File: config.mk
export PLATFORM = sky130hd
export DESIGN_NAME = strict_decimal_int32_parser_top
export DESIGN_NICKNAME = d
export VERILOG_FILES = /design/src/rtl/sdi32p_pkg.sv /design/src/rtl/sdi32p_step.sv /design/src/rtl/strict_decimal_int32_parser_top.sv
export SDC_FILE = /design/constraint.sdc
export NUM_CORES = 1
export LEC_CHECK = 0
export BUFFER_PORTS_ARGS = -buffer_cell sky130_fd_sc_hd__buf_4
export CAP_MARGIN = 15
export CORE_MARGIN = 5
export CORE_UTILIZATION = 28
export DETAILED_ROUTE_END_ITERATION = 10
export SETUP_SLACK_MARGIN = 0.05
export SYNTH_ARGS = -nofsm -noshare
export SYNTH_HDL_FRONTEND = slang
export SYNTH_SLANG_ARGS = --single-unit
File: constraint.sdc
create_clock -name clk -period 5.8 [get_ports clk]
set_input_delay 0.58 -clock clk [delete_from_list [all_inputs] [get_ports clk]]
set_output_delay 0.58 -clock clk [all_outputs]
set_load 0.02 [all_outputs]
File: src/rtl/sdi32p_pkg.sv
// ---------------------------------------------------------------------------
// sdi32p_pkg
// Types and constants of the strict decimal int32 parser.
// ---------------------------------------------------------------------------
`default_nettype none

package sdi32p_pkg;

  localparam int MAG_W = 34;
  localparam int CNT_W = 4;

  localparam logic [7:0] CH_ZERO  = 8'h30;
  localparam logic [7:0] CH_NINE  = 8'h39;
  localparam logic [7:0] CH_MINUS = 8'h2D;

  localparam logic [MAG_W-1:0] MAG_SAT   = {MAG_W{1'b1}};
  localparam logic [MAG_W-1:0] POS_LIMIT = 34'd2147483647;
  localparam logic [MAG_W-1:0] NEG_LIMIT = 34'd2147483648;

  localparam logic [CNT_W-1:0] MAX_DIGITS = 4'd10;
  localparam logic [CNT_W-1:0] CNT_MAX    = 4'd15;

  typedef struct packed {
    logic             at_start;
    logic             negative;
    logic [MAG_W-1:0] magnitude;
    logic [CNT_W-1:0] digit_count;
    logic             leading_zero;
    logic             bad;
  } parse_state_t;

  localparam parse_state_t STATE_CLEAR = '{
    at_start:     1'b1,
    negative:     1'b0,
    magnitude:    '0,
    digit_count:  '0,
    leading_zero: 1'b0,
    bad:          1'b0
  };

  typedef struct packed {
    logic signed [31:0] value;
    logic               error;
  } parse_result_t;

endpackage

`default_nettype wire

File: src/rtl/sdi32p_step.sv
// ---------------------------------------------------------------------------
// sdi32p_step
// Next-state and result logic for one character of the number string.
// ---------------------------------------------------------------------------
`default_nettype none

module sdi32p_step (
  input  sdi32p_pkg::parse_state_t  st_i,
  input  logic [7:0]                ch_i,
  input  logic                      last_i,
  output sdi32p_pkg::parse_state_t  st_o,
  output sdi32p_pkg::parse_result_t res_o
);

  logic                         is_minus;
  logic                         is_digit;
  logic [3:0]                   digit;
  logic [sdi32p_pkg::MAG_W+3:0] mag_ext;
  logic [sdi32p_pkg::MAG_W+3:0] mag_x10;
  logic [sdi32p_pkg::MAG_W-1:0] mag_acc;
  sdi32p_pkg::parse_state_t     upd;
  logic                         err;

  always_comb begin
    is_minus = st_i.at_start && (ch_i == sdi32p_pkg::CH_MINUS);
    is_digit = ch_i inside {[sdi32p_pkg::CH_ZERO:sdi32p_pkg::CH_NINE]};
    digit    = 4'(ch_i - sdi32p_pkg::CH_ZERO);

    // magnitude * 10 + digit as shift-and-add, then saturate.
    mag_ext = {4'b0, st_i.magnitude};
    mag_x10 = (mag_ext << 3) + (mag_ext << 1) + {{(sdi32p_pkg::MAG_W){1'b0}}, digit};
    if (mag_x10 > {4'b0, sdi32p_pkg::MAG_SAT}) begin
      mag_acc = sdi32p_pkg::MAG_SAT;
    end else begin
      mag_acc = mag_x10[sdi32p_pkg::MAG_W-1:0];
    end

    upd          = st_i;
    upd.at_start = 1'b0;
    upd.negative = st_i.negative | is_minus;
    // Anything after a leading zero digit is an error.
    upd.bad      = st_i.bad | st_i.leading_zero | (!is_minus && !is_digit);
    if (is_digit) begin
      upd.magnitude = mag_acc;
      if (st_i.digit_count == '0 && digit == 4'd0) begin
        upd.leading_zero = 1'b1;
      end
      if (st_i.digit_count != sdi32p_pkg::CNT_MAX) begin
        upd.digit_count = st_i.digit_count + 4'd1;
      end
    end

    err = upd.bad
        | (upd.digit_count == '0)
        | (upd.digit_count > sdi32p_pkg::MAX_DIGITS)
        | (upd.negative && upd.magnitude == '0)
        | (upd.negative ? (upd.magnitude > sdi32p_pkg::NEG_LIMIT)
                        : (upd.magnitude > sdi32p_pkg::POS_LIMIT));

    res_o.error = err;
    if (err) begin
      res_o.value = '0;
    end else if (upd.negative) begin
      res_o.value = -$signed(upd.magnitude[31:0]);
    end else begin
      res_o.value = $signed(upd.magnitude[31:0]);
    end

    st_o = last_i ? sdi32p_pkg::STATE_CLEAR : upd;
  end

endmodule

`default_nettype wire

File: src/rtl/strict_decimal_int32_parser_top.sv
// ---------------------------------------------------------------------------
// strict_decimal_int32_parser_top
// Streaming parser of decimal number strings into signed 32-bit values.
// ---------------------------------------------------------------------------
// The input channel carries one ASCII character per word (in_ch) with
// in_last marking the final character of a string. A string is an optional
// leading '-' followed by decimal digits. For every word with in_last set,
// one result word appears on the output channel: out_value and out_error,
// where out_value is zero whenever out_error is set.
// A character is captured in an input register and then folded into the
// parse state; the result register is loaded in that same step, so a result
// passes the input register and then the result register on its way out.
// Throughput is one character per cycle, limited by the single parse state
// update in each cycle, except while a last character waits for the result.
// When the receiver stalls, characters that end no string keep flowing into
// the parse state; a last character waits in the input register until the
// result register is free, and in_ready drops only in that case.
// Synchronous reset (rst_n low) empties both registers and returns the parse
// state to the start of a string.
// ---------------------------------------------------------------------------
`default_nettype none

module strict_decimal_int32_parser_top (
  input  logic               clk,
  input  logic               rst_n,
  input  logic               in_valid,
  output logic               in_ready,
  input  logic [7:0]         in_ch,
  input  logic               in_last,
  output logic               out_valid,
  input  logic               out_ready,
  output logic signed [31:0] out_value,
  output logic               out_error
);

  logic                      in_valid_r;
  logic [7:0]                in_ch_r;
  logic                      in_last_r;
  sdi32p_pkg::parse_state_t  state_r;
  sdi32p_pkg::parse_state_t  state_nxt;
  sdi32p_pkg::parse_result_t res;
  logic                      out_valid_r;
  logic signed [31:0]        out_value_r;
  logic                      out_error_r;
  logic                      fire;

  // A held word advances unless it ends a string and the result slot is busy.
  assign fire     = in_valid_r && (!in_last_r || !out_valid_r || out_ready);
  assign in_ready = !in_valid_r || fire;

  sdi32p_step u_step (
    .st_i   (state_r),
    .ch_i   (in_ch_r),
    .last_i (in_last_r),
    .st_o   (state_nxt),
    .res_o  (res)
  );

  always_ff @(posedge clk) begin
    if (!rst_n) begin
      in_valid_r <= 1'b0;
    end else if (in_ready) begin
      in_valid_r <= in_valid;
    end
  end

  always_ff @(posedge clk) begin
    if (in_ready && in_valid) begin
      in_ch_r   <= in_ch;
      in_last_r <= in_last;
    end
  end

  always_ff @(posedge clk) begin
    if (!rst_n) begin
      state_r <= sdi32p_pkg::STATE_CLEAR;
    end else if (fire) begin
      state_r <= state_nxt;
    end
  end

  always_ff @(posedge clk) begin
    if (!rst_n) begin
      out_valid_r <= 1'b0;
    end else if (fire && in_last_r) begin
      out_valid_r <= 1'b1;
    end else if (out_ready) begin
      out_valid_r <= 1'b0;
    end
  end

  always_ff @(posedge clk) begin
    if (fire && in_last_r) begin
      out_value_r <= res.value;
      out_error_r <= res.error;
    end
  end

  assign out_valid = out_valid_r;
  assign out_value = out_value_r;
  assign out_error = out_error_r;

endmodule

`default_nettype wire

==> run summary <==
=========================================================================================
FF/Latch Area ..............................................................  0.00214 mm2
Layout cells sized above 1 .................................................        0.130
Pin count of the biggest net entering global routing .......................           42
Remaining max-slew budget at the tightest pin ..............................        0.332
Static leakage power .......................................................      3.31 nW
CP max FO ..................................................................           32
Final Cycle Share ..........................................................        0.906
Mean routed wirelength per cell ............................................      16.3 um
Share of the synthesized area in the top cell type .........................        0.176
Number of hold violations in the final report ..............................            0
Net switching power ........................................................     0.329 mW
Count of instances resized after the clock tree is built ...................            0
Cell area after synthesis ..................................................  0.00715 mm2
Nets .......................................................................          934
Die Span X .................................................................       170 um
Clock skew .................................................................    0.0117 ns
Count of antenna-violating nets left after detailed routing ................            0
Prevailing post-synth register cell ........................................      dfxtp_1
Proportion of register bits with asynchronous set or reset after synthesis .            0
DIE AREA ...................................................................   0.0288 mm2
Share of power burned in combinational logic ...............................        0.093
Total wire length ..........................................................      19.3 mm
Total area of multi-input combinational cells ..............................  0.00472 mm2
WP data required ...........................................................      5.88 ns
Total Power ................................................................      1.42 mW
Top-level port count .......................................................           48
Post-layout util ...........................................................        0.323
Max rail drop VDD ..........................................................   0.000144 V
Post-CTS Repair Setup Buffers ..............................................            0
Longest Clk Path Bufs ......................................................            2
Clock net sink count .......................................................           86
Class of the tightest hold or removal check ................................ primary input to register
Row Count ..................................................................           58
Number of warning messages in the yosys log ................................            0
Areal power density over the cells .........................................   174 mW/mm2
GRT Residual Overflow ......................................................            0
Unrepaired setup endpoints after global routing ............................        false
Area added between synthesis and finish ....................................        13.7%
Count of state elements after synthesis ....................................           86
Number of antenna violations at the first check in global routing ..........            0
Die height .................................................................       170 um
Final setup violation count ................................................            0
Post-synth top area cell ...................................................     edfxtp_1
Max Clock Freq .............................................................      190 MHz
Fraction of power consumed by sequential logic .............................        0.464
Category of the worst setup path capture point .............................     register
Global-route wire length before repair .....................................      31.2 mm
Buffers added on ports .....................................................           47
Placeable core region ......................................................   0.0252 mm2
Clock transition at the registers of the reported paths ....................      0.07 ns
Type of the setup path with the least slack ................................ register to register
GRT Overall Usage ..........................................................        0.133
Synth unique cells .........................................................           83
Count of flip-flops with a built-in enable after synthesis .................           42
Nets in the synthesized netlist ............................................          906
Initial Util ...............................................................        0.284
Clock tree from TritonCTS ..................................................         done
List of most frequent post-synthesis cells ................................. nor2_1, ha_1, a21oi_1, nand2_1, o21ai_0
Antenna diodes .............................................................            0
Gp weighted congestion .....................................................        0.904
Part of the power in the clock network .....................................        0.443
CTS buffer count ...........................................................            9
Filler cells ...............................................................         2607
Final slew viol count ......................................................            0
Via-to-Cell Ratio ..........................................................         5.26
Half-perimeter wire length after detailed placement ........................      14.8 mm
Number of max-capacitance violations reported ..............................            0
Data arrival, critical path ................................................      5.33 ns
Drt initial violations .....................................................          466
Post-detailed-route DRC marker count .......................................            0
Setup TNS ..................................................................         0 ns
First-pass iteration count of the detailed router ..........................            5
Part of the Yosys area used for sequential elements ........................        0.299
Clock network latency to the later pin of the worst-skew pair ..............      0.34 ns
Synth top area cells ....................................................... edfxtp_1, dfxtp_1, ha_1
H-tree Lvls ................................................................            3
CTS Root Cell ..............................................................    clkbuf_16
Library cell with the highest instance count after synthesis ...............       nor2_1
Vias in the first global route .............................................         5912
Number of instances in the synthesized netlist .............................          821
Per-instance average area after synthesis ..................................     8.71 um2
Count of hold buffers inserted by post-cts repair ..........................            0
Outcome .................................................................... complete, no violations
DR vias ....................................................................         6223
Post-layout minimum cycle time .............................................      5.25 ns
Sort of element at the start of the critical path ..........................     register
Worst-Margin Slew ..........................................................      1.00 ns
Switching share of power ...................................................        0.232
Cell internal pwr ..........................................................      1.09 mW
=========================================================================================
==> per-stage QoR <==
step | hold WS, ns | instances | area, um2 | worst slack [ns]
after floorplan | 0.426 | 821 | 7150 | 1.17
after global placement | 0.444 | 1168 | 7820 | 0.785
after detailed placement | 0.447 | 1168 | 7820 | 0.590
after CTS | 0.396 | 1184 | 8140 | 0.557
after global routing | 0.388 | 1184 | 8140 | 0.163
final | 0.408 | 1184 | 8140 | 0.547
==> power by group through the flow <==
stage	sequential [mW]	clock (mW)	combinational [mW]
after floorplan	0.675	0	0.0812
after global placement	0.670	0	0.131
after detailed placement	0.670	0	0.132
after CTS	0.657	0.644	0.132
after global routing	0.658	0.672	0.144
final	0.657	0.627	0.132
==> path summary, 6_finish.rpt <==
path                from  slack [ns]  cells past startpoint       endpoint
min reg2reg  state_r[41]        0.46                      1    state_r[41]
max reg2reg   in_ch_r[3]        0.55                     18  out_value[11]
max           in_ch_r[3]        0.55                     18  out_value[11]
min             in_ch[7]        0.41                      1     in_ch_r[7]
==> layout make-up <==
| type | count | area share |
|---|---|---|
| inverters | 22 | 0.0102 |
| well taps | 330 | 0.0508 |
| clock buffers | 13 | 0.0308 |
| clock inverters | 3 | 0.00846 |
| repair buffers | 60 | 0.0569 |
| flip-flops and latches | 86 | 0.263 |
| multi-input cells | 670 | 0.580 |
==> layer usage <==
metal / global-route usage / vias up / wire [um]
met5: 0 / - / 0
met4: 0.0431 / 0 / 414
met3: 0.0160 / 23 / 985
met2: 0.217 / 174 / 8900
met1: 0.182 / 2921 / 9030
li1: - / 3105 / -
==> critical path: stages, from the launching register on <==
cell and delay (ns):
edfxtp_1 0.39, inv_1 0.09, fa_1 0.52, fa_1 0.46
nand2b_1 0.19, a21oi_2 0.22, o21ai_2 0.15, a2111oi_4 0.42
o21ai_2 0.14, o2bb2ai_1 0.15, nand4_1 0.09, buf_4 0.24
o32ai_1 0.52, and4_1 0.37, and2_1 0.33, a41oi_1 0.19
o21ai_2 0.22, buf_12 0.21, a2111oi_2 0.06
==> flip-flops by register name, indices dropped and copies added (netlist names) <==
name and cells:
in_ch_r 8, in_valid_r 1, in_last_r 1, out_valid 1, state_r 42, out_error 1
out_value 32
==> cell families (layout without fill, tap and decap cells) <==
kind of cell    Yosys count  in the layout  share of synthesized area
buf+inv                  65             98                     0.0414
simple gates            282            282                      0.203
compound gates          255            255                      0.253
fa+ha+maj                72             72                      0.128
flops                    86             86                      0.299
mux                       4              4                    0.00595
xor+xnor                 57             57                     0.0698
==> layout by cell type (no fill, tap or decap), drive strengths merged, types with 11 or more instances in the layout <==
cell and instances:
nand2 59, o21ai 58, xnor2 33, a31oi 12, nand3 16, o22ai 11, ha 70, dfxtp 44
and2 24, nor2 83, xor2 24, a21o 14, buf 60, nor3 19, nor2b 25, nand4 11
edfxtp 42, a21oi 64, a22oi 20, clkbuf 13, inv 22
Note: power is estimated with default switching activity, not from simulation.
